==> src/hw/rtl/bfte_pkg.sv <==
// Shared types, opcodes and sizes for the tape instruction executor.
package bfte_pkg;

   localparam int TAPE_DEPTH = 32768;
   localparam int TAPE_AW = $clog2(TAPE_DEPTH);
   localparam int TAPE_LW = TAPE_AW + 1;
   localparam int TAPE_BW = $clog2(TAPE_AW);
   localparam logic [TAPE_LW-1:0] TAPE_LEN_RESET = TAPE_LW'(30000);

   localparam int FQ_DEPTH = 2;
   localparam int FQ_AW = $clog2(FQ_DEPTH);
   localparam int RQ_DEPTH = 2;
   localparam int RQ_AW = $clog2(RQ_DEPTH);

   localparam logic [3:0] OP_RIGHT   = 4'd0;
   localparam logic [3:0] OP_LEFT    = 4'd1;
   localparam logic [3:0] OP_ADD     = 4'd2;
   localparam logic [3:0] OP_SUB     = 4'd3;
   localparam logic [3:0] OP_OUTPUT  = 4'd4;
   localparam logic [3:0] OP_INPUT   = 4'd5;
   localparam logic [3:0] OP_JZ      = 4'd6;
   localparam logic [3:0] OP_JNZ     = 4'd7;
   localparam logic [3:0] OP_END     = 4'd8;
   localparam logic [3:0] OP_COMMENT = 4'd9;

   typedef enum logic [1:0] {
      ST_RUNNING  = 2'd0,
      ST_ENDED    = 2'd1,
      ST_EOF      = 2'd2,
      ST_TOO_FAR  = 2'd3
   } bfte_status_type;

   typedef enum logic [3:0] {
      K_RIGHT, K_LEFT, K_ADD, K_SUB, K_OUT, K_IN, K_JZ, K_JNZ, K_END, K_NOP
   } bfte_kind_type;

   typedef struct packed {
      logic [3:0]  op;
      logic [15:0] pc;
      logic [15:0] operand;
      logic [7:0]  in_byte;
      logic        in_eof;
   } bfte_req_type;

   typedef struct packed {
      logic [15:0]     next_pc;
      logic            out_valid;
      logic [7:0]      out_byte;
      bfte_status_type status;
   } bfte_rsp_type;

   typedef struct packed {
      bfte_kind_type kind;
      logic [15:0]   pc;
      logic [15:0]   operand;
      logic [15:0]   pc_run;
      logic [15:0]   pc_seq;
      logic [7:0]    in_byte;
      logic          in_eof;
   } bfte_item_type;

   typedef struct packed {
      logic clearing;
      logic ptr_settled;
      logic ptr_in_range;
   } bfte_dbg_type;

endpackage

==> src/hw/rtl/bfte_front.sv <==
// Front end: accepts request transactions, decodes them and queues them for execution.
module bfte_front import bfte_pkg::*; (
   input  logic          clock,
   input  logic          reset,
   input  logic          req_push,
   output logic          req_full,
   input  bfte_req_type  req_data,
   input  logic          hold,
   output logic          fq_valid,
   output bfte_item_type fq_item,
   input  logic          fq_pop
);

   bfte_item_type          entry_ff [FQ_DEPTH];
   logic [FQ_AW-1:0]       wr_ptr_ff;
   logic [FQ_AW-1:0]       rd_ptr_ff;
   logic [FQ_AW:0]         count_ff;
   logic                   accept;
   logic                   take;
   bfte_item_type          decoded;

   always_comb begin
      decoded.pc      = req_data.pc;
      decoded.operand = req_data.operand;
      decoded.pc_run  = req_data.pc + req_data.operand;
      decoded.pc_seq  = req_data.pc + 16'd1;
      decoded.in_byte = req_data.in_byte;
      decoded.in_eof  = req_data.in_eof;
      unique case (req_data.op)
         OP_RIGHT:   decoded.kind = K_RIGHT;
         OP_LEFT:    decoded.kind = K_LEFT;
         OP_ADD:     decoded.kind = K_ADD;
         OP_SUB:     decoded.kind = K_SUB;
         OP_OUTPUT:  decoded.kind = K_OUT;
         OP_INPUT:   decoded.kind = K_IN;
         OP_JZ:      decoded.kind = K_JZ;
         OP_JNZ:     decoded.kind = K_JNZ;
         OP_END:     decoded.kind = K_END;
         OP_COMMENT: decoded.kind = K_NOP;
         default:    decoded.kind = K_NOP;
      endcase
   end

   assign req_full = hold || (count_ff == (FQ_AW+1)'(FQ_DEPTH));
   assign accept   = req_push && !req_full;
   assign fq_valid = (count_ff != '0);
   assign take     = fq_pop && fq_valid;
   assign fq_item  = entry_ff[rd_ptr_ff];

   always_ff @(posedge clock) begin
      if (reset) begin
         wr_ptr_ff <= '0;
         rd_ptr_ff <= '0;
         count_ff  <= '0;
      end else begin
         if (accept) begin
            wr_ptr_ff <= wr_ptr_ff + 1'b1;
         end
         if (take) begin
            rd_ptr_ff <= rd_ptr_ff + 1'b1;
         end
         if (accept && !take) begin
            count_ff <= count_ff + 1'b1;
         end else if (take && !accept) begin
            count_ff <= count_ff - 1'b1;
         end
      end
   end

   always_ff @(posedge clock) begin
      if (accept) begin
         entry_ff[wr_ptr_ff] <= decoded;
      end
   end

endmodule

==> config.mk <==
export PLATFORM = sky130hd
export DESIGN_NAME = bfte_front
export DESIGN_NICKNAME = d
export VERILOG_FILES = /design/src/hw/rtl/bfte_pkg.sv /design/src/hw/rtl/bfte_front.sv
export SDC_FILE = /design/constraint.sdc
export NUM_CORES = 1
export LEC_CHECK = 0
export BUFFER_PORTS_ARGS = -buffer_cell sky130_fd_sc_hd__buf_2
export CORE_ASPECT_RATIO = 0.8
export CORE_MARGIN = 5
export CORE_UTILIZATION = 44
export CTS_BUF_LIST = sky130_fd_sc_hd__clkbuf_2 sky130_fd_sc_hd__clkbuf_4 sky130_fd_sc_hd__clkbuf_8
export CTS_CLUSTER_DIAMETER = 50
export DETAILED_ROUTE_END_ITERATION = 10
export PLACE_DENSITY = 0.66
export SYNTH_ARGS = -nofsm -noshare
export SYNTH_HDL_FRONTEND = slang
export SYNTH_SLANG_ARGS = --single-unit
==> constraint.sdc <==
create_clock -name clock -period 6 [get_ports clock]
set_input_delay 1.2 -clock clock [delete_from_list [all_inputs] [get_ports clock]]
set_output_delay 1.2 -clock clock [all_outputs]
set_load 0.1 [all_outputs]
# After elaboration in Yosys (flattened, before gate mapping)
# Memories as Yosys holds them, arrays and structs flattened. A register that Yosys moved wholly into a read port is not among the register bits.
# Index checks and enable logic that the tools add are counted.
# Widths: inputs -> output; s select.
dict set report classes {
  mux 6
  add_sub_neg 6
  eq_ne 1
  reduce_logical 10
}
# operator n
set ops {}
lappend ops {{$add 16x1->16 const B} 1}
lappend ops {{$add 16x16->16} 1}
lappend ops {{$logic_and 1x1->1} 4}
lappend ops {{$mux 1} 4}
lappend ops {{$mux 2} 2}
lappend ops {{$reduce_bool 2->1} 2}
lappend ops {{$logic_not 1->1} 3}
lappend ops {{$add 1x1->1 const B} 2}
lappend ops {{$add 2x1->2 const B} 1}
lappend ops {{$eq 2x2->1 const B} 1}
lappend ops {{$sub 2x1->2 const B} 1}
lappend ops {{$logic_or 1x1->1} 1}
dict set report totals {
  ramBits 154
  in_bits 50
  word_cells 28
  output_inout_bits 79
  memories 2
  register_bits 4
  mem_bits_ro 64
}
# memory words width rd rd_ports_with_merged_regs wr line_no
set memory_table {}
lappend memory_table {entry_ff 2 77 1 1 1 bfte_front.sv:14} ;# bfte_item_type entry_ff [FQ_DEPTH];
lappend memory_table {{(no name shown)} 16 4 1 0 0 bfte_front.sv:29} ;# unique case (req_data.op)

# Longest topological paths before layout
# Gate-level depths: netlist of run 1.
dict set report depth {
  ltp_word 8
  depth_mapped 8
  ltp_nobuf 8
}

# Least setup slack after synthesis of run 1
# Ideal clock, no wire load.
dict set report synth_timing {
  path_kind {input to register}
  start {input port hold}
  end {memory entry_ff[0][0] in the netlist's numbering, enable pin}
  setup_ps 513
  setup_slack_ps 780
  stages 3
  path_buffers 0
  required_ps 5487
  arrival_ps 4708
  cell_sequence {a21oi_1 > nand2_1 > nor2_1}
}
dict set report synth_between {
  elab_chain_cells 5
}
# item line_no
set synth_rtl {}
lappend synth_rtl {{from (decl)} bfte_front.sv:8} ;# input logic hold,
lappend synth_rtl {{$logic_or 1x1->1} bfte_front.sv:44} ;# assign req_full = hold || (count_ff == (FQ_AW+1)'(FQ_DEPTH));
lappend synth_rtl {{$logic_not 1->1} bfte_front.sv:45} ;# assign accept = req_push && !req_full;
lappend synth_rtl {{$logic_and 1x1->1} bfte_front.sv:45}
lappend synth_rtl {{$mux 1} bfte_front.sv:71} ;# if (accept) begin
lappend synth_rtl {{$mux 1 (not written as such)} bfte_front.sv:72} ;# entry_ff[wr_ptr_ff] <= decoded;
lappend synth_rtl {{to (decl)} bfte_front.sv:14}
# No other way between the ends.

==> results of run 1 <==
-- flip-flops by register name, summed over array words and instances (netlist names), named ones only --
signal / count
count_ff: 2
wr_ptr_ff: 1
rd_ptr_ff: 1
entry_ff: 154
-- routing by layer --
metal / up-vias / share of wire / wire [um] / GRT usage
met3: 15 / 0.065 / 879 / 0.05882
met5: - / 0 / 0 / 0
li1: 1821 / - / - / -
met4: 0 / 0.012 / 168 / 0.05020
met1: 1863 / 0.46 / 6228 / 0.2053
met2: 112 / 0.46 / 6210 / 0.2458
-- cell usage in the layout (no fill, tap or decap), types with 6 or more instances in the layout --
| master | n |
|---|---|
| inv_1 | 9 |
| xnor2_1 | 17 |
| o21ai_0 | 6 |
| nand3_1 | 10 |
| nand2_1 | 18 |
| clkbuf_8 | 17 |
| buf_2 | 128 |
| nor2_1 | 15 |
| a21oi_1 | 14 |
| mux2_2 | 77 |
| edfxtp_1 | 154 |
| ha_1 | 17 |
| xor2_1 | 14 |
-- report_power, final --
group          switching [W]  internal (W)
logic                0.00142      0.000348
clock network       0.000386      0.000511
registers           0.000104       0.00134
-- cell families after synthesis --
logic type | synth area share
flip-flops | 0.7012
multiplexers | 0.1302
AND/OR/NAND/NOR | 0.04290
AO/OA/AOI/OAI | 0.03956
XOR/XNOR | 0.04030
buffers and inverters | 0.01133
adder cells (fa/ha/maj) | 0.03454
-- worst max path at each step --
stage,from,endpoint,slack (ns),cells past startpoint
final,flop,fq_item[53],2.47,2
after detailed placement,hold,entry_ff[0][36]$_DFFE_PP_,2.49,5
after floorplan,hold,entry_ff[0][0]$_DFFE_PP_,0.78,3
after CTS,flop,fq_item[53],2.41,2
after global placement,hold,entry_ff[0][55]$_DFFE_PP_,2.61,5
after global routing,flop,fq_item[20],2.30,2
-- critical path, cell delays in order (launching register included) --
cell and delay (ns):
dfxtp_4 1.00, mux2_2 0.34, buf_2 0.43
-- through the flow --
stage	area [um2]	utilization	total power, W
2_1_floorplan	6738	-	0.002994
3_3_place_gp	7596	0.5059	0.003241
3_5_place_dp	7596	0.5059	0.003259
4_1_cts	8049	0.5361	0.004155
5_1_grt	8049	0.5361	0.004268
6_report	8051	0.5363	0.004115
-- area by class of cell --
class | instances | area, um2 | area share
tap | 189 | 236.5 | 0.02937
antenna | 1 | 2.502 | 0.0003108
clock buffer | 21 | 264.0 | 0.03279
sequential | 159 | 4728 | 0.5873
clock inverter | 11 | 188.9 | 0.02347
timing repair buffer | 129 | 648.1 | 0.08050
multi-input combinational | 226 | 1949 | 0.2421
inverter | 9 | 33.78 | 0.004196
==> results.json, run 1 <==
{
  "status": "completed",
  "max_freq_ghz": 0.2831,
  "die_area_mm2": 0.01790,
  "avgSynthCellArea_um2": 16.68,
  "rsz0062_at_grt": "no",
  "synth_area_leaders": "edfxtp_1 (69%), mux2_2 (13%), ha_1 (3.2%)",
  "die_w_um": 148.4,
  "netlist_area_mm2": 0.006738,
  "reg2reg_slack_ns": 3.35,
  "rows": 40,
  "setup_viol": 0,
  "fin_cells": 745,
  "clk_pin_slew_ns": 0.08,
  "p_leak_nw": 2.966,
  "h-tree-depth": 4,
  "hold_viol_final": 0,
  "clock-sinks": 159,
  "syn_inst": 404,
  "async_flop_share": 0,
  "cap_violations": 0,
  "vias": 3811,
  "cts_resized": 0,
  "synth-seq-area-share": 0.7012,
  "hold_path.class": "flop to flop",
  "worstSetupEndpointType": "primary output",
  "cts_tree": "yes",
  "drtIter0Drc": 253,
  "ir_drop_mv": 0.2874,
  "synth_seq_cells": 159,
  "ctsHoldBuffers": 0,
  "nFillCells": 1259,
  "syn_to_final_growth_pct": 19.50,
  "syn_nets": 472,
  "worstHoldStart": "rd_ptr_ff$_SDFFE_PP0P_",
  "postCtsSetupBuffers": 0,
  "synth_edf_count": 154,
  "grt_antenna_before_repair": 0,
  "grt_start_max_net_pins": 78,
  "overflow": 0,
  "synth.distinct_cells": 37,
  "hpwl_um": 8858,
  "avgViaCountPerCell": 5.115,
  "setup_ws_ns": 2.467,
  "clk_root_buffer_cell": "clkbuf_8",
  "rr_startpoint": "count_ff[0]$_SDFFE_PP0P_",
  "synthFlopType": "edfxtp_1",
  "global_route.usage.total": 0.1575,
  "wl_um": 13490,
  "grt_pass1_vias": 3968,
  "synth_common_cells": "edfxtp_1 (154), mux2_2 (77), nand2_1 (18)",
  "whs_path_depth": 2,
  "r2r-end": "entry_ff[0][52]$_DFFE_PP_",
  "die-height_um": 120.7,
  "tns_ns": 0,
  "skew_ns": 0.008529,
  "grt_pass1_wl_um": 21240,
  "yosysTopAreaCellShare": 0.6864,
  "dp.cells": 712,
  "powerDensity_mw_per_mm2": 511.1,
  "drv_slew": 0,
  "yosysWarnings": 0,
  "whs_ns": 0.5153,
  "tightestPinTransition_ns": 1.132,
  "gp_congestion": 0.8637,
  "drc_errors": 0,
  "critPathMaxFanout": 77,
  "critPathKind": "flop to primary output",
  "reg2regPathDepth": 5,
  "clock_path_buffers": 2,
  "startpoint_type": "flop",
  "core_area_mm2": 0.01501,
  "min_to": "rd_ptr_ff$_SDFFE_PP0P_",
  "io-pin-count": 129,
  "start_util": 0.4488,
  "numCtsBuffers": 17,
  "yosysTopAreaCell": "edfxtp_1",
  "wire_per_inst_um": 18.10,
  "max_slew_margin": 0.2452,
  "clock_latency_ns": 0.45,
  "portBuffers": 128,
  "first_pass_iters": 4,
  "post-place-ws_ns": 2.490,
  "ant_nets": 0,
  "required_ns": 4.80,
  "critical_path_arrival_ns": 2.33,
  "fin_crit_ns": 3.533,
  "drive_gt1_frac": 0.4414,
  "fin_nets": 610,
  "period_share": 0.5888,
  "synthMostInstantiatedCell": "edfxtp_1"
}
(Power assumes the default switching activity.)
==> inputs of run 2 (changes only) <==
--- a/config.mk
+++ b/config.mk
@@ -12,7 +12,7 @@
 export CTS_BUF_LIST = sky130_fd_sc_hd__clkbuf_2 sky130_fd_sc_hd__clkbuf_4 sky130_fd_sc_hd__clkbuf_8
 export CTS_CLUSTER_DIAMETER = 50
 export DETAILED_ROUTE_END_ITERATION = 10
-export PLACE_DENSITY = 0.66
+export PLACE_DENSITY = 0.68
 export SYNTH_ARGS = -nofsm -noshare
 export SYNTH_HDL_FRONTEND = slang
 export SYNTH_SLANG_ARGS = --single-unit
==> constraint.sdc (replaced) <==
create_clock -name clock -period 2.9 [get_ports clock]
set_input_delay 0.58 -clock clock [delete_from_list [all_inputs] [get_ports clock]]
set_output_delay 0.58 -clock clock [all_outputs]
set_load 0.1 [all_outputs]
==> run 2 against run 1 <==
Effect of this change: utilization up 0.24 points; global-route usage down 0.29 points; first-iteration DRC count shrank 9.1%; count of clock-buffer cells in the layout decreased by 1; critical path depth increased by 1; critical path type unchanged; largest power group unchanged.
==> results.json, run 2 (synthesis results as in run 1) <==
{
  "critical_path_arrival_ns": 1.97,
  "die_w_um": 148.4,
  "numCtsBuffers": 17,
  "clock_latency_ns": 0.44,
  "cpPeakStageDelay_ns": 0.52,
  "drv_slew": 0,
  "fin_nets": 614,
  "die-height_um": 120.7,
  "clock-sinks": 159,
  "cts_tree": "yes",
  "first_pass_iters": 4,
  "rsz0062_at_grt": "no",
  "status": "completed",
  "start_util": 0.4488,
  "fin_crit_ns": 2.549,
  "rows": 40,
  "clk_pin_slew_ns": 0.08,
  "syn_to_final_growth_pct": 20.04,
  "fin_cells": 748,
  "critPathKind": "flop to primary output",
  "grt_pass1_wl_um": 21090,
  "powerDensity_mw_per_mm2": 1043,
  "largest_register_ff_count": 154,
  "skew_ns": 0.01041,
  "overflow": 0,
  "min_to": "entry_ff[1][0]$_DFFE_PP_",
  "h-tree-depth": 4,
  "grt_pass1_vias": 3974,
  "grt_antenna_before_repair": 1,
  "gp_congestion": 0.7663,
  "avgViaCountPerCell": 5.066,
  "p_leak_nw": 2.985,
  "top_register": "entry_ff",
  "final_cell_mix": "edfxtp_1 (154), buf_2 (128), mux2_2 (77)",
  "worstPathCellList": "buf_4 -> mux2_2 -> buf_2",
  "io-pin-count": 129,
  "grt_start_max_net_pins": 78,
  "clk_root_buffer_cell": "clkbuf_8",
  "ctsHoldBuffers": 0,
  "drc_errors": 0,
  "vias": 3789,
  "wire_per_inst_um": 17.66,
  "tns_ns": 0,
  "drtIter0Drc": 230,
  "postCtsSetupBuffers": 0,
  "r2r-end": "entry_ff[0][68]$_DFFE_PP_",
  "ant_nets": 0,
  "drive_gt1_frac": 0.4419,
  "critPathMaxFanout": 18,
  "reg2reg_slack_ns": 1.02,
  "worstSetupEndpointType": "primary output",
  "hpwl_um": 9013,
  "fin_total_pwr_w": 0.008433,
  "portBuffers": 128,
  "cts_resized": 0,
  "worstHoldStart": "req_data[0]",
  "cap_violations": 0,
  "global_route.usage.total": 0.1547,
  "max_freq_ghz": 0.3924,
  "reg2regPathDepth": 5,
  "dp.cells": 716,
  "tightestPinTransition_ns": 0.5262,
  "clock_path_buffers": 2,
  "cp_slowest_cell": "dfxtp_4",
  "die_area_mm2": 0.01790,
  "hold_path.class": "primary input to flop",
  "whs_path_depth": 1,
  "setup_viol": 0,
  "core_area_mm2": 0.01501,
  "ir_drop_mv": 0.7291,
  "period_share": 0.8788,
  "startpoint_type": "flop",
  "biggestRegsByFlops": "entry_ff: 154 flops, count_ff: 2 flops",
  "rr_startpoint": "count_ff[0]$_SDFFE_PP0P_",
  "whs_ns": 0.3202,
  "max_slew_margin": 0.6516,
  "required_ns": 2.32,
  "antenna_cells": 0,
  "hold_viol_final": 0,
  "wl_um": 13210,
  "layout_commonest_cell": "edfxtp_1"
}
-- run 2: cell types whose count changed in the layout (fill, tap and decap cells not counted) --
cell,change
buf_12,+3
clkinv_1,+2
buf_4,+1
bufinv_16,-1
clkbuf_4,-1
clkinv_4,+1
clkinvlp_4,-1
diode_2,-1
-- run 2: metal layers --
metal,part of all wire,GRT usage,wire length (um),vias to the layer above
met5,0.00083,0,11,-
met4,0.0073,0.04328,96,2
met3,0.076,0.05995,1006,15
met2,0.47,0.2361,6216,133
met1,0.44,0.2074,5874,1808
li1,-,-,-,1831
-- run 2: worst max path at each step --
stage / start / endpoint / depth (start not counted)
after CTS: flop / fq_item[13] / 3
after floorplan: hold / entry_ff[0][0]$_DFFE_PP_ / 3
final: flop / fq_item[61] / 3
after global routing: flop / fq_item[25] / 3
after detailed placement: req_data[25] / entry_ff[1][39]$_DFFE_PP_ / 8
after global placement: req_data[25] / entry_ff[0][39]$_DFFE_PP_ / 8
-- run 2: worst max-delay path, delay by kind of cell, from the launching register on --
kind / cells / cell delay [ns]
flops: 1 / 0.52
buf+inv: 2 / 0.62
mux: 1 / 0.39
-- run 2: power breakdown --
group          total, W  internal [W]  switching, W
sequential      0.00287       0.00278     0.0000924
clock           0.00173      0.000957      0.000772
combinational   0.00383      0.000755       0.00308
total           0.00843       0.00449       0.00394
-- run 2: final cells by class --
type                            instances  area (um2)
Fill cell                            1264        6927
Sequential cell                       159        4728
Multi-Input combinational cell        226        1949
Timing Repair Buffer                  133       715.7
Clock buffer                           20       256.5
Tap cell                              189       236.5
Clock inverter                         12       167.7
Inverter                                9       33.78
-- run 2: metrics by stage --
stage | utilization | cell area [um2] | worst slack [ns]
2_1_floorplan | - | 6746 | 0.4369
3_3_place_gp | 0.5104 | 7664 | 0.2397
3_5_place_dp | 0.5104 | 7664 | 0.2013
4_1_cts | 0.5387 | 8088 | 0.2887
5_1_grt | 0.5387 | 8088 | 0.2291
6_report | 0.5387 | 8088 | 0.3514
==> inputs of run 3 (changes only) <==
--- a/config.mk
+++ b/config.mk
@@ -9,7 +9,7 @@
 export CORE_ASPECT_RATIO = 0.8
 export CORE_MARGIN = 5
 export CORE_UTILIZATION = 44
-export CTS_BUF_LIST = sky130_fd_sc_hd__clkbuf_2 sky130_fd_sc_hd__clkbuf_4 sky130_fd_sc_hd__clkbuf_8
+export CTS_BUF_LIST = sky130_fd_sc_hd__clkbuf_8
 export CTS_CLUSTER_DIAMETER = 50
 export DETAILED_ROUTE_END_ITERATION = 10
 export PLACE_DENSITY = 0.68
==> run 3 against run 2 <==
Effect of this change: final area shrank 0.14%; final cell count is the same; worst setup slack gained 0.0021 ns; critical endpoint is now fq_item[11]; largest power group unchanged.
==> results.json, run 3 (synthesis results as in run 1) <==
{
  "rr_startpoint": "count_ff[0]$_SDFFE_PP0P_",
  "global_route.usage.total": 0.1548,
  "postCtsSetupBuffers": 0,
  "multi_input_area_mm2": 0.001949,
  "grt_antenna_before_repair": 1,
  "clk_pin_slew_ns": 0.08,
  "period_share": 0.8781,
  "seqCellArea_mm2": 0.004728,
  "io-pin-count": 129,
  "critPathKind": "flop to primary output",
  "largest_register_ff_count": 154,
  "whs_ns": 0.3237,
  "grt_pass1_vias": 3979,
  "first_pass_iters": 4,
  "die_area_mm2": 0.01790,
  "die_w_um": 148.4,
  "ant_nets": 0,
  "start_util": 0.4488,
  "worstPathCellList": "buf_4 -> mux2_2 -> buf_2",
  "drv_slew": 0,
  "cap_violations": 0,
  "drc_errors": 0,
  "cts_tree": "yes",
  "syn_to_final_growth_pct": 19.87,
  "clk_root_buffer_cell": "clkbuf_8",
  "wire_per_inst_um": 17.61,
  "ir_drop_mv": 0.7280,
  "setup_viol": 0,
  "max_freq_ghz": 0.3927,
  "wl_um": 13170,
  "critPathMaxFanout": 18,
  "clock_path_buffers": 2,
  "final_util": 0.5379,
  "required_ns": 2.32,
  "h-tree-depth": 4,
  "clock-sinks": 159,
  "fin_total_pwr_w": 0.008390,
  "min_to": "entry_ff[1][0]$_DFFE_PP_",
  "portBuffers": 128,
  "numCtsBuffers": 17,
  "gp_congestion": 0.7663,
  "rows": 40,
  "final_cell_mix": "edfxtp_1 (154), buf_2 (128), mux2_2 (77)",
  "clock_latency_ns": 0.44,
  "powerDensity_mw_per_mm2": 1039,
  "tightestPinTransition_ns": 0.5261,
  "tns_ns": 0,
  "worstSetupEndpointType": "primary output",
  "drive_gt1_frac": 0.4365,
  "worstHoldStart": "req_data[0]",
  "critical_path_arrival_ns": 1.97,
  "cp_slowest_cell": "dfxtp_4",
  "post-place-ws_ns": 0.2013,
  "skew_ns": 0.006641,
  "avgViaCountPerCell": 5.041,
  "rsz0062_at_grt": "no",
  "nFillCells": 1266,
  "vias": 3771,
  "startpoint_type": "flop",
  "path_delay_family": "buffers and inverters",
  "r2r-end": "entry_ff[0][21]$_DFFE_PP_",
  "ctsHoldBuffers": 0,
  "cts_resized": 0,
  "reg2regPathDepth": 5,
  "cpPeakStageDelay_ns": 0.52,
  "die-height_um": 120.7,
  "setup_ws_ns": 0.3535,
  "hold_viol_final": 0,
  "status": "completed",
  "layout_commonest_cell": "edfxtp_1",
  "drtIter0Drc": 229,
  "grt_pass1_wl_um": 21100,
  "fin_nets": 614,
  "grt_start_max_net_pins": 78,
  "overflow": 0,
  "biggestRegsByFlops": "entry_ff: 154 flops, count_ff: 2 flops",
  "top_register": "entry_ff",
  "whs_path_depth": 1,
  "crit_buf_inv": 2,
  "antenna_cells": 0,
  "core_area_mm2": 0.01501,
  "fin_crit_ns": 2.546,
  "reg2reg_slack_ns": 1.03,
  "p_leak_nw": 2.987,
  "hold_path.class": "primary input to flop",
  "hpwl_um": 9013,
  "max_slew_margin": 0.6517
}
-- run 3: cell count changes in the layout (fill, tap and decap cells not counted) --
cell      delta
clkbuf_4     -3
inv_1        +3
-- run 3: metrics by stage --
stage               area, um2  std cells
finish                   8077        748
CTS                      8077        748
floorplan                6746        404
global placement         7664        716
detailed placement       7664        716
global route             8077        748
-- run 3: worst max path at each step --
stage                                           end  slack (ns)  cells past startpoint
after floorplan            entry_ff[0][0]$_DFFE_PP_        0.44                      3
after global placement    entry_ff[0][39]$_DFFE_PP_        0.24                      8
after detailed placement  entry_ff[1][39]$_DFFE_PP_        0.20                      8
after CTS                               fq_item[11]        0.28                      3
after global routing                    fq_item[25]        0.23                      3
final                                   fq_item[11]        0.35                      3
-- run 3: cell type report --
type                            count  area share
Inverter                            9    0.004183
Sequential cell                   159      0.5854
Clock inverter                     15     0.02215
Timing Repair Buffer              133     0.08861
Clock buffer                       17     0.02897
Multi-Input combinational cell    226      0.2414
Tap cell                          189     0.02928
-- run 3: power by group --
group | total [W] | switching (W) | internal (W)
sequential | 0.00287 | 0.0000925 | 0.00278
clock | 0.00169 | 0.000769 | 0.000918
combinational | 0.00383 | 0.00308 | 0.000755
total | 0.00839 | 0.00394 | 0.00445
-- run 3: per-layer routing --
layer | global-route usage | part of all wire | up-vias
li1 | - | - | 1827
met1 | 0.2071 | 0.46 | 1832
met2 | 0.2370 | 0.47 | 104
met3 | 0.05995 | 0.061 | 6
met4 | 0.04328 | 0.0027 | 2
met5 | 0 | 0.00084 | -
