<file path="src/hw/rtl/bfte_pkg.sv">
// Shared types, opcodes and sizes for the tape instruction executor.
package bfte_pkg;

   localparam int TAPE_DEPTH = 32768;
   localparam int TAPE_AW = $clog2(TAPE_DEPTH);
   localparam int TAPE_LW = TAPE_AW + 1;
   localparam int TAPE_BW = $clog2(TAPE_AW);
   localparam logic [TAPE_LW-1:0] TAPE_LEN_RESET = TAPE_LW'(30000);

   localparam int FQ_DEPTH = 2;
   localparam int FQ_AW = $clog2(FQ_DEPTH);
   localparam int RQ_DEPTH = 2;
   localparam int RQ_AW = $clog2(RQ_DEPTH);

   localparam logic [3:0] OP_RIGHT   = 4'd0;
   localparam logic [3:0] OP_LEFT    = 4'd1;
   localparam logic [3:0] OP_ADD     = 4'd2;
   localparam logic [3:0] OP_SUB     = 4'd3;
   localparam logic [3:0] OP_OUTPUT  = 4'd4;
   localparam logic [3:0] OP_INPUT   = 4'd5;
   localparam logic [3:0] OP_JZ      = 4'd6;
   localparam logic [3:0] OP_JNZ     = 4'd7;
   localparam logic [3:0] OP_END     = 4'd8;
   localparam logic [3:0] OP_COMMENT = 4'd9;

   typedef enum logic [1:0] {
      ST_RUNNING  = 2'd0,
      ST_ENDED    = 2'd1,
      ST_EOF      = 2'd2,
      ST_TOO_FAR  = 2'd3
   } bfte_status_type;

   typedef enum logic [3:0] {
      K_RIGHT, K_LEFT, K_ADD, K_SUB, K_OUT, K_IN, K_JZ, K_JNZ, K_END, K_NOP
   } bfte_kind_type;

   typedef struct packed {
      logic [3:0]  op;
      logic [15:0] pc;
      logic [15:0] operand;
      logic [7:0]  in_byte;
      logic        in_eof;
   } bfte_req_type;

   typedef struct packed {
      logic [15:0]     next_pc;
      logic            out_valid;
      logic [7:0]      out_byte;
      bfte_status_type status;
   } bfte_rsp_type;

   typedef struct packed {
      bfte_kind_type kind;
      logic [15:0]   pc;
      logic [15:0]   operand;
      logic [15:0]   pc_run;
      logic [15:0]   pc_seq;
      logic [7:0]    in_byte;
      logic          in_eof;
   } bfte_item_type;

   typedef struct packed {
      logic clearing;
      logic ptr_settled;
      logic ptr_in_range;
   } bfte_dbg_type;

endpackage

</file>
<file path="src/hw/rtl/bfte_rspq.sv">
// Result queue that holds finished transactions until the consumer pops them.
module bfte_rspq import bfte_pkg::*; (
   input  logic         clock,
   input  logic         reset,
   input  logic         rq_push,
   input  bfte_rsp_type rq_data,
   output logic         rq_full,
   input  logic         rsp_pop,
   output logic         rsp_empty,
   output bfte_rsp_type rsp_data
);

   bfte_rsp_type     entry_ff [RQ_DEPTH];
   logic [RQ_AW-1:0] wr_ptr_ff;
   logic [RQ_AW-1:0] rd_ptr_ff;
   logic [RQ_AW:0]   count_ff;
   logic             accept;
   logic             take;

   assign rq_full   = (count_ff == (RQ_AW+1)'(RQ_DEPTH));
   assign rsp_empty = (count_ff == '0);
   assign accept    = rq_push && !rq_full;
   assign take      = rsp_pop && !rsp_empty;
   assign rsp_data  = entry_ff[rd_ptr_ff];

   always_ff @(posedge clock) begin
      if (reset) begin
         wr_ptr_ff <= '0;
         rd_ptr_ff <= '0;
         count_ff  <= '0;
      end else begin
         if (accept) begin
            wr_ptr_ff <= wr_ptr_ff + 1'b1;
         end
         if (take) begin
            rd_ptr_ff <= rd_ptr_ff + 1'b1;
         end
         if (accept && !take) begin
            count_ff <= count_ff + 1'b1;
         end else if (take && !accept) begin
            count_ff <= count_ff - 1'b1;
         end
      end
   end

   always_ff @(posedge clock) begin
      if (accept) begin
         entry_ff[wr_ptr_ff] <= rq_data;
      end
   end

endmodule

</file>
<file path="config.mk">
export PLATFORM = sky130hd
export DESIGN_NAME = bfte_rspq
export DESIGN_NICKNAME = d
export VERILOG_FILES = /design/src/hw/rtl/bfte_pkg.sv /design/src/hw/rtl/bfte_rspq.sv
export SDC_FILE = /design/constraint.sdc
export NUM_CORES = 1
export LEC_CHECK = 0
export BUFFER_PORTS_ARGS = -buffer_cell sky130_fd_sc_hd__buf_2
export CAP_MARGIN = 20
export CORE_MARGIN = 8
export CORE_UTILIZATION = 46
export CTS_CLUSTER_SIZE = 20
export DETAILED_ROUTE_END_ITERATION = 10
export PLACE_DENSITY_LB_ADDON = 0.2
export SETUP_SLACK_MARGIN = 0.5
export SYNTH_ARGS = -nofsm -noshare
export SYNTH_HDL_FRONTEND = slang
export SYNTH_SLANG_ARGS = --single-unit
</file>
<file path="constraint.sdc">
create_clock -name clock -period 1.8 [get_ports clock]
set_input_delay 0.09 -clock clock [delete_from_list [all_inputs] [get_ports clock]]
set_output_delay 0.09 -clock clock [all_outputs]
set_load 0.005 [all_outputs]
</file>
== Yosys cells after proc, flatten, opt, wreduce, memory -nomap -nowiden ==
Memories as Yosys holds them, arrays and structs flattened. A register that Yosys moved wholly into a read port is not among the register bits.
Index checks and enable logic that the tools add are counted.
W data, S select, Z words.

* Register bits after elaboration: 4
* RAM bits: 54
* Output and inout port bits: 29
* Word-level logic and storage cells: 25
* Memories: 1

* Add/sub/neg operators: 4
* Equality and inequality tests: 1
* Mux-type cells: 6
* Reduce and logical (&&, ||, !) cells: 10

{| class="wikitable"
|+ Memories
! name !! depth !! bits a word !! read ports !! clocked after Yosys merged registers in !! write ports !! line !! text
|-
| entry_ff || 2 || 27 || 1 || 1 || 1 || bfte_rspq.sv:13 || <nowiki>bfte_rsp_type entry_ff [RQ_DEPTH];</nowiki>
|}

{| class="wikitable"
|+ Operator list
! operator !! count
|-
| $logic_and A1 B1 Y1 || 4
|-
| $logic_not A1 Y1 || 4
|-
| $mux W1 || 4
|-
| $mux W2 || 2
|-
| $add A1 B1 Y1 const B || 2
|-
| $add A2 B1 Y2 const B || 1
|-
| $eq A2 B2 Y1 const B || 1
|-
| $logic_not A2 Y1 || 1
|-
| $reduce_bool A2 Y1 || 1
|-
| $sub A2 B1 Y2 const B || 1
|}

== Logic depth before layout (Yosys ltp) ==
Gate-level depths: netlist (run 1).

* Depth in word-level cells: 7
* Mapped depth: 6

== Worst setup path before layout (run 1) ==
OpenSTA, ideal clock, no wires.

* Path type: reg-to-reg
* Start: reg count_ff[1]
* End: mem entry_ff[0][0] (netlist bit) (enable)
* Library setup time: 0.382 ns
* Arrival: 1.353 ns
* Path slack: 0.066 ns
* Stages on the path, launching flop included: 4
* Path buffers: 0
* Period minus slack after synthesis: 1.734 ns
* Cells stage by stage: dfxtp_1 -> nor2b_2 -> or3_1 -> inv_1

* Word-level cells in the longest chain between the ends: 5

{| class="wikitable"
|+ RTL lines
! element !! line !! text
|-
| from (decl) || bfte_rspq.sv:16 || <nowiki>logic [RQ_AW:0] count_ff;</nowiki>
|-
| from (signal assigned) || bfte_rspq.sv:39 || <nowiki>count_ff <= count_ff + 1'b1;</nowiki>
|-
| from (signal assigned) || bfte_rspq.sv:41 || <nowiki>count_ff <= count_ff - 1'b1;</nowiki>
|-
| $eq A2 B2 Y1 || bfte_rspq.sv:20 || <nowiki>assign rq_full = (count_ff == (RQ_AW+1)'(RQ_DEPTH));</nowiki>
|-
| via rq_full || bfte_rspq.sv:7 || <nowiki>output logic rq_full,</nowiki>
|-
| $logic_not A1 Y1 || bfte_rspq.sv:22 || <nowiki>assign accept = rq_push && !rq_full;</nowiki>
|-
| $logic_and A1 B1 Y1 || bfte_rspq.sv:22 ||
|-
| $mux W1 || bfte_rspq.sv:47 || <nowiki>if (accept) begin</nowiki>
|-
| $mux W1 (implied by the code) || bfte_rspq.sv:48 || <nowiki>entry_ff[wr_ptr_ff] <= rq_data;</nowiki>
|-
| to (decl) || bfte_rspq.sv:13 ||
|}

The timed path passes the listed nets, and every way through them passes these cells.

==> results.md, run 1 <==
- DRT Pass-1 Iters: 4
- R2r startpoint: count_ff[1]
- DP Worst Slack: 0.294 ns
- Reg2Reg Depth: 4
- Final hold violations: 0
- Pin count of the biggest net entering global routing: 22
- Switching power: 1.17 mW
- Pleak: 1.31 nW
- Clock Tree Buf Depth: 2
- Critical path class: reg -> out
- DR iter-0 viols: 93
- Worst setup SP type: flip-flop
- Routed via count: 1321
- Yosys top cell by area: edfxtp_1
- CP endpoint kind: output pin
- Total track usage: 13.4%
- Area Growth Syn to Fin: 54.4%
- Final Cell Area: 3340 um2
- Worst-margin pin slew: 0.220 ns
- Initial antenna violation count: 0
- Sequential share of power: 41.6%
- Final hold slack: 0.160 ns
- M1 WL: 1.89 mm
- Worst path required time: 1.71 ns
- Post-synthesis sequential area ratio: 79.6%
- Synthesized instance count: 109
- Hold path depth: 4
- RSZ-0062 raised after global routing: true
- Core region area: 4630 um2
- Final Max Tran Viols: 0
- Worst VDD drop: 821 uV
- Routed length per instance: 17.4 um
- CTS Buf Count: 9
- I/O pin count: 60
- Setup Viol. Count Final: 0
- Area contributors post-synth: edfxtp_1 75%, mux2_2 14%, dfxtp_1 4.6%, xor2_1 1.2%, nor2_1 0.87%
- Hold Startpoint: rsp_pop
- # fillers: 295
- Worst Slack Setup Final: 0.351 ns
- Rows: 25
- Wire length on met2: 2.53 mm
- ANT nets after route: 0
- Synth top area share: 75.0%
- Fin util: 72.1%
- H-tree lvl count: 3
- Fmax: 0.690 GHz
- Diode count: 0
- Die Wd: 84.6 um
- Data arrival time of the worst path: 1.36 ns
- Slowest stage cell, crit path: dfxtp_4
- Routed wl met3: 297 um
- Clk sinks: 59
- Die area: 7150 um2
- First-pass GRT wire length: 7.31 mm
- PortBufs: 59
- Clock power frac: 25.4%
- Max-slew headroom: 85.2%
- R2R Setup Slk: 0.36 ns
- CTS tree: yes
- Finished Layout Cells: 274
- CP max stage delay: 0.40 ns
- Vias per cell: 4.82
- Share of cells above drive strength 1: 54.5%
- Final WL: 4.77 mm
- Final HPWL DP: 2.76 mm
- Status: finished clean
- Synthesized flop and latch total: 59
- Gate power share: 33.0%
- Register clock-pin slew on the reported worst setup and hold paths: 0.06 ns
- Worst r2r dst: entry_ff[0][1]
- Yosys warns: 0
- Setup TNS Final: 0 ns
- Clock root buffer: clkbuf_8
- Max-cap violations: 0
- Pwr Total: 4.42 mW
- Post-Route Skew: 0.00764 ns
- Top Layer Used: met4
- Post-synthesis cell type count: 14
- Critical-path cell list: clkbuf_16 > mux2_2 > buf_2
- PD cells: 1320 nW/um2
- Placed insts: 222
- Clock insertion delay at the later pin of the skew report: 0.33 ns
- Initial Util: 46.7%
- Internal Power: 3.25 mW
- Switching share of power: 26.4%
- Placer Congestion: 0.675
- Period utilization: 80.5%
- DRC Markers: 0
- Number of global-route vias before repair: 1481
- Hold WC Path Type: in -> reg
- Nets: 247
- Mapped Area: 2160 um2
- Die height: 84.6 um
- Worst-path fanout max: 7
- Placed instance area: 2570 um2
- Syn_nets: 141
- Syn_area_per_cell: 19.8 um2
- Min Tclk post-route: 1.45 ns
- Grt ovf: 0
-- routing by layer --
metal	global-route usage [%]	vias to the layer above
met5	0	-
met4	6.31	0
met3	5.56	4
met2	23.6	48
met1	13.5	635
li1	-	634
-- layout by cell type (no fill, tap or decap), types with 4 or more instances in the layout --
master / n
buf_2: 47
buf_6: 13
clkbuf_8: 9
dlygate4sd3_1: 28
edfxtp_1: 54
mux2_2: 15
mux2_4: 12
nor2_1: 4
-- final cells by class --
cell class                 instances  area [um2]  area share (%)
timing repair buffer              98         850            25.4
clock inverter                     7        58.8            1.76
inverter                           2        11.3           0.337
clock buffer                       9         124            3.71
multi-input combinational         45         495            14.8
tap                               54        67.6            2.02
sequential                        59        1730            51.9
-- registers in the layout, summed over array words and instances, names as in the netlist, named ones only --
name and cells:
wr_ptr_ff 1, entry_ff 54, rd_ptr_ff 1, count_ff 2
-- worst max-delay path, delay by kind of cell, from the launching register on --
kind	cells	cell delay, ns
mux	1	0.33
buf+inv	2	0.31
flops	1	0.40
-- power by group through the flow --
stage	clock network, mW	registers [mW]	logic, mW
floorplan	0	1.81	0.578
global placement	0	1.82	0.932
detailed placement	0	1.83	0.968
CTS	1.13	1.83	1.19
global route	1.21	1.86	1.57
finish	1.12	1.84	1.46
-- synthesized netlist by cell type --
library cell / n
a21oi_1: 2
and2_1: 1
buf_2: 1
buf_4: 2
dfxtp_1: 5
edfxtp_1: 54
ha_1: 1
inv_1: 2
mux2_2: 27
nor2_1: 5
nor2b_2: 1
o21ai_0: 3
or3_1: 2
xor2_1: 3
-- kinds of logic after synthesis --
family          Yosys count  synth area share (%)
compound gates            5                  1.16
xor+xnor                  3                  1.21
buf+inv                   5                  1.27
fa+ha+maj                 1                 0.578
mux                      27                  14.1
flops                    59                  79.6
simple gates              9                  2.14
-- repair_timing --
item	4_1_cts	5_1_grt
endpoints found under the setup margin	77	55
endpoints found under the hold margin	59	0
gates cloned	2	2
pin swaps	3	0
resized for setup	14	26
buffers inserted	3	1
hold buffers	28	0
-- how the worst max path moves through the flow --
stage                     slack (ns)        start              to  cells after the start
after floorplan                 0.36  count_ff[1]  entry_ff[0][0]                      3
after global placement          0.35  count_ff[0]     count_ff[1]                      4
after detailed placement        0.29  count_ff[0]     count_ff[1]                      4
after CTS                       0.35    flip-flop    rsp_data[17]                      3
after global routing            0.31    flip-flop    rsp_data[24]                      3
final                           0.35    flip-flop    rsp_data[24]                      3
Note: power is estimated with default switching activity, not from simulation.
==> run 2, diff against run 1 <==
==> constraint.sdc (replaced) <==
create_clock -name clock -period 1.33 [get_ports clock]
set_input_delay 0.0665 -clock clock [delete_from_list [all_inputs] [get_ports clock]]
set_output_delay 0.0665 -clock clock [all_outputs]
set_load 0.005 [all_outputs]
==> results.md, run 2 (synthesized netlist as in run 1, its figures left out) <==
- H-tree lvl count: 3 (unchanged)
- R2r startpoint: count_ff[0]
- Slowest stage cell, crit path: dfxtp_4
- Min Tclk post-route: 1.45 ns
- Final hold violations: 0 (unchanged)
- Final WL: 5.02 mm (+5.3%)
- First-pass GRT wire length: 7.36 mm (+0.56%)
- Nets: 254 (+2.8%)
- Max-cap violations: 0 (unchanged)
- Crit path launch: count_ff[0]
- Violated checks: negative setup slack
- CP max stage delay: 0.36 ns (-0.04 ns)
- Pleak: 1.45 nW (+11%)
- Kind of cell adding the most delay to the critical path: flip-flops
- Total track usage: 13.6% (+0.17 points)
- PD cells: 1800 nW/um2 (+36%)
- Final Cell Area: 3620 um2 (+8.5%)
- Final hold slack: 0.220 ns (+0.0607 ns)
- Period utilization: 109%
- Max reg flops: 54 (unchanged)
- Worst setup SP type: flip-flop
- Worst r2r dst: count_ff[1]
- DR iter-0 viols: 107 (+15%)
- Die height: 84.6 um (unchanged)
- PortBufs: 59 (unchanged)
- # fillers: 247 (-16%)
- RSZ-0062 raised after global routing: true
- DRT Pass-1 Iters: 4 (unchanged)
- Hold path depth: 5 (+1)
- Critical path class: reg -> reg
- Clock root buffer: clkbuf_8
- CTS Buf Count: 9 (unchanged)
- DRC Markers: 0 (unchanged)
- ANT nets after route: 0 (unchanged)
- Worst-path fanout max: 3 (-4)
- Worst-margin pin slew: 0.330 ns (+0.110 ns)
- Area Growth Syn to Fin: 67.4%
- Commonest non-fill, non-tap cells in the layout: 54 x edfxtp_1, 32 x buf_2, 29 x buf_6
- Clock insertion delay at the later pin of the skew report: 0.33 ns (about the same)
- Routed via count: 1363 (+3.2%)
- Multi-input logic area: 584 um2 (+18%)
- CP endpoint kind: flip-flop
- Initial Util: 46.7% (unchanged)
- Most flops, register: entry_ff
- Core region area: 4630 um2 (unchanged)
- Routed length per instance: 17.9 um (+2.6%)
- Hold WC Path Type: in -> reg
- Share of cells above drive strength 1: 58.6% (+4.0 points)
- Register clock-pin slew on the reported worst setup and hold paths: 0.06 ns (about the same)
- Grt ovf: 0 (unchanged)
- Pin count of the biggest net entering global routing: 18 (-18%)
- Worst path required time: 1.59 ns (-0.12 ns)
- Reg2Reg Depth: 5 (+1)
- Die Wd: 84.6 um (unchanged)
- Status: finished with violations
- Vias per cell: 4.85 (+0.61%)
- Placer Congestion: 0.675 (about the same)
- Max-slew headroom: 77.8% (-7.4 points)
- Setup Viol. Count Final: 82 (+82)
- I/O pin count: 60 (unchanged)
- Placed instance area: 2750 um2 (+6.9%)
- CTS tree: yes
- Post-Route Skew: 0.00659 ns (-0.00105 ns)
- Setup TNS Final: -4.56 ns (-4.56 ns)
- Largest regs: entry_ff x54, count_ff x2
- Fmax: 0.691 GHz
- Rows: 25 (unchanged)
- Number of global-route vias before repair: 1511 (+2.0%)
- Final Max Tran Viols: 0 (unchanged)
- Clock Tree Buf Depth: 2 (unchanged)
- Initial antenna violation count: 0 (unchanged)
- Data arrival time of the worst path: 1.71 ns (+0.35 ns)
- Worst VDD drop: 1270 uV (+54%)
- Most common cell after layout, fill and taps aside: edfxtp_1
- Flip-flop and latch area: 1730 um2 (-0.14%)
- Diode count: 0 (unchanged)
- Hold Startpoint: rsp_pop
- Worst path bufs/invs: 1 (-1)
- R2R Setup Slk: -0.12 ns (-0.48 ns)
- Clk sinks: 59 (unchanged)
- Worst Slack Setup Final: -0.117 ns (-0.468 ns)
- Critical-path cell list: buf_12 > o21ai_4 > ha_4 > or3_1 > a21oi_2
- Die area: 7150 um2 (unchanged)
run 2: cell types whose count changed in the layout (fill, tap and decap cells not counted), sizes merged:
| cell | change |
|---|---|
| clkbuf | +3 |
| buf | +5 |
| clkinv | -1 |
run 2: what timing repair did:
action,in CTS,in global routing
resized for setup,23,24
buffers inserted,2,4
endpoints found under the setup margin,88,88
gates cloned,0,4
hold buffers,28,0
endpoints found under the hold margin,59,0
pin swaps,3,4
run 2: metrics by stage:
| stage | instances | power [mW] | setup WS (ns) | util (%) |
|---|---|---|---|---|
| after floorplan | 109 | 3.51 | -0.113 | - |
| after global placement | 227 | 4.07 | -0.0658 | 59.4 |
| after detailed placement | 227 | 4.13 | -0.153 | 59.4 |
| after CTS | 273 | 6.00 | -0.0804 | 72.4 |
| after global routing | 281 | 6.83 | -0.158 | 78.2 |
| final | 281 | 6.54 | -0.117 | 78.2 |
run 2: cell type report:
type                       count  share of cell area [%]
clock inverter                 6                    1.55
timing repair buffer         105                    28.8
tap                           54                    1.87
inverter                       2                   0.311
sequential                    59                    47.8
multi-input combinational     45                    16.1
clock buffer                  10                    3.52
run 2: per-layer routing:
metal  vias up  routed length (um)  global-route usage (%)
met5         -                   0                       0
met4         0                 121                    7.77
met3        13                 301                    5.95
met2        42                2690                    22.6
met1       666                1900                    14.0
li1        642                   -                       -
run 2: how the worst max path moves through the flow:
stage,endpoint,slack [ns],depth (start not counted)
global route,count_ff[1],-0.16,5
floorplan,entry_ff[0][0],-0.11,3
global placement,count_ff[1],-0.07,5
CTS,rsp_data[14],-0.08,3
detailed placement,count_ff[1],-0.15,5
finish,count_ff[1],-0.12,5
run 2: tightest hold or removal path, stage by stage:
cell	delay, ns
buf_2	0.12
o21ai_4	0.07
buf_6	0.10
xor2_2	0.06
nor2_1	0.09
run 2: report_power, final:
part / internal [mW] / leakage [nW] / switching, mW / total (mW)
sequential: 2.36 / 0.547 / 0.137 / 2.49
clock: 0.848 / 0.0935 / 0.661 / 1.51
combinational: 1.63 / 0.804 / 0.902 / 2.53
total: 4.84 / 1.45 / 1.70 / 6.54
==> run 3, diff against run 2 <==
--- a/config.mk
+++ b/config.mk
@@ -5,7 +5,7 @@
 export SDC_FILE = /design/constraint.sdc
 export NUM_CORES = 1
 export LEC_CHECK = 0
-export BUFFER_PORTS_ARGS = -buffer_cell sky130_fd_sc_hd__buf_2
+export BUFFER_PORTS_ARGS = -buffer_cell sky130_fd_sc_hd__buf_4
 export CAP_MARGIN = 20
 export CORE_MARGIN = 8
 export CORE_UTILIZATION = 46
==> results.md, run 3 (synthesized netlist as in run 1, its figures left out) <==
- Status: finished with violations
- Violated checks: negative setup slack
- I/O pin count: 60 (unchanged)
- Most common cell after layout, fill and taps aside: edfxtp_1
- Max-slew headroom: 82.4% (+4.6 points)
- Core region area: 4630 um2 (unchanged)
- Fmax: 0.695 GHz (+0.55%)
- Data arrival time of the worst path: 1.68 ns (-0.03 ns)
- Clock root buffer: clkbuf_8
- Critical path class: reg -> reg
- Final WL: 5.04 mm (+0.54%)
- DRT Pass-1 Iters: 4 (unchanged)
- Fin util: 81.1% (+2.9 points)
- Clock Tree Buf Depth: 2 (unchanged)
- Total track usage: 13.9% (+0.29 points)
- Register clock-pin slew on the reported worst setup and hold paths: 0.06 ns (about the same)
- Period utilization: 108% (-0.60 points)
- Crit path to: count_ff[1]
- Vias per cell: 4.93 (+1.7%)
- CP endpoint kind: flip-flop
- Final hold slack: 0.241 ns (+0.0211 ns)
- Worst VDD drop: 1140 uV (-10%)
- First-pass GRT wire length: 7.57 mm (+2.9%)
- Worst Slack Setup Final: -0.109 ns (+0.00792 ns)
- CTS Buf Count: 9 (unchanged)
- Initial antenna violation count: 0 (unchanged)
- Setup Viol. Count Final: 55 (-33%)
- Die Wd: 84.6 um (unchanged)
- Area Growth Syn to Fin: 73.6%
- Routed via count: 1401 (+2.8%)
- Number of global-route vias before repair: 1565 (+3.6%)
- DR iter-0 viols: 94 (-12%)
- H-tree lvl count: 3 (unchanged)
- Most flops, register: entry_ff
- PortBufs: 59 (unchanged)
- Worst r2r dst: count_ff[1]
- Grt ovf: 0 (unchanged)
- Multi-input logic area: 589 um2 (+0.86%)
- Diode count: 0 (unchanged)
- DRC Markers: 0 (unchanged)
- R2R Setup Slk: -0.11 ns (about the same)
- Worst-path fanout max: 4 (+1)
- Max-cap violations: 0 (unchanged)
- ANT nets after route: 0 (unchanged)
- Reg2Reg Depth: 6 (+1)
- PD cells: 1720 nW/um2 (-4.8%)
- Flip-flop and latch area: 1730 um2 (unchanged)
- Commonest non-fill, non-tap cells in the layout: 54 x edfxtp_1, 36 x buf_4, 32 x buf_6
- # fillers: 238 (-3.6%)
- RSZ-0062 raised after global routing: true
- Initial Util: 46.7% (unchanged)
- Final hold violations: 0 (unchanged)
- Rows: 25 (unchanged)
- Largest regs: entry_ff x54, count_ff x2
- Pleak: 1.50 nW (+3.7%)
- Die height: 84.6 um (unchanged)
- Max reg flops: 54 (unchanged)
- Placer Congestion: 0.698 (+3.4%)
- Share of cells above drive strength 1: 58.7% (+0.11 points)
- Post-Route Skew: 0.00613 ns (-0.000456 ns)
- CTS tree: yes
- Routed length per instance: 17.8 um (-0.52%)
- Pin count of the biggest net entering global routing: 18 (unchanged)
- R2r startpoint: count_ff[0]
- Worst path required time: 1.57 ns (-0.02 ns)
- Worst-margin pin slew: 0.261 ns (-0.0688 ns)
- Final Cell Area: 3750 um2 (+3.7%)
- Clock insertion delay at the later pin of the skew report: 0.32 ns (about the same)
- Worst setup SP type: flip-flop
- Final HPWL DP: 2.94 mm
- Clk sinks: 59 (unchanged)
- Die area: 7150 um2 (unchanged)
- Final Max Tran Viols: 0 (unchanged)
- Placed instance area: 2910 um2 (+5.8%)
- Crit path launch: count_ff[0]
- Nets: 258 (+1.6%)
- Hold WC Path Type: in -> reg
- Min Tclk post-route: 1.44 ns (-0.00792 ns)
==> run 3: cell types whose count changed in the layout (fill, tap and decap cells not counted), sizes merged <==
cell,previous run,this run
bufinv,1,0
buf,73,77
clkbuf,14,15
clkinvlp,2,1
==> run 3: where the power goes <==
part	total [mW]	leakage, nW	switching (mW)	internal [mW]
clock network	1.27	0.0804	0.618	0.649
registers	2.50	0.547	0.144	2.36
logic	2.68	0.871	0.927	1.75
total	6.45	1.50	1.69	4.76
==> run 3: worst min path at each step <==
| stage | start | end | slack [ns] | depth (start not counted) |
|---|---|---|---|---|
| after CTS | rq_push | wr_ptr_ff | 0.16 | 4 |
| final | rsp_pop | rd_ptr_ff | 0.24 | 5 |
| after floorplan | reset | count_ff[1] | 0.13 | 1 |
| after global routing | rsp_pop | rd_ptr_ff | 0.24 | 5 |
| after global placement | rq_data[12] | entry_ff[0][12] | 0.25 | 1 |
| after detailed placement | rq_data[1] | entry_ff[0][1] | 0.26 | 1 |
==> run 3: area by class of cell <==
cell class / count / share of cell area, %
Clock inverter: 4 / 0.500
Inverter: 2 / 0.300
Clock buffer: 11 / 3.50
Sequential cell: 59 / 46.1
Timing Repair Buffer: 109 / 32.1
Multi-Input combinational cell: 45 / 15.7
Tap cell: 54 / 1.80
==> run 3: critical path: stages (launching register included) <==
cell     delay, ns
dfxtp_4       0.37
nor2b_4       0.16
nor2_4        0.06
ha_4          0.15
xor2_1        0.15
or3_1         0.33
a21oi_2       0.14
==> run 3: what timing repair did <==
item / 4_1_cts / 5_1_grt
gates cloned: 2 / 4
gates resized for setup: 41 / 8
setup buffers: 6 / 2
hold buffers: 28 / 0
setup endpoints to repair: 88 / 88
hold endpoints to repair: 59 / 0
pin swaps: 5 / 1
==> run 3: routing by layer <==
metal  vias up  global-route usage (%)  part of all wire, %
met5         -                       0                    0
met4         0                    7.77                  1.1
met3         6                    5.37                  6.4
met2        50                    24.1                   54
met1       692                    14.0                   39
li1        653                       -                    -
==> run 3: through the flow <==
step	setup TNS (ns)	instances	total power [mW]	setup slack [ns]
global placement	-0.598	227	4.29	-0.0744
global route	-6.05	284	6.74	-0.163
floorplan	-4.05	109	3.51	-0.113
detailed placement	-1.12	227	4.36	-0.154
CTS	-2.63	278	6.15	-0.0738
finish	-3.84	284	6.45	-0.109
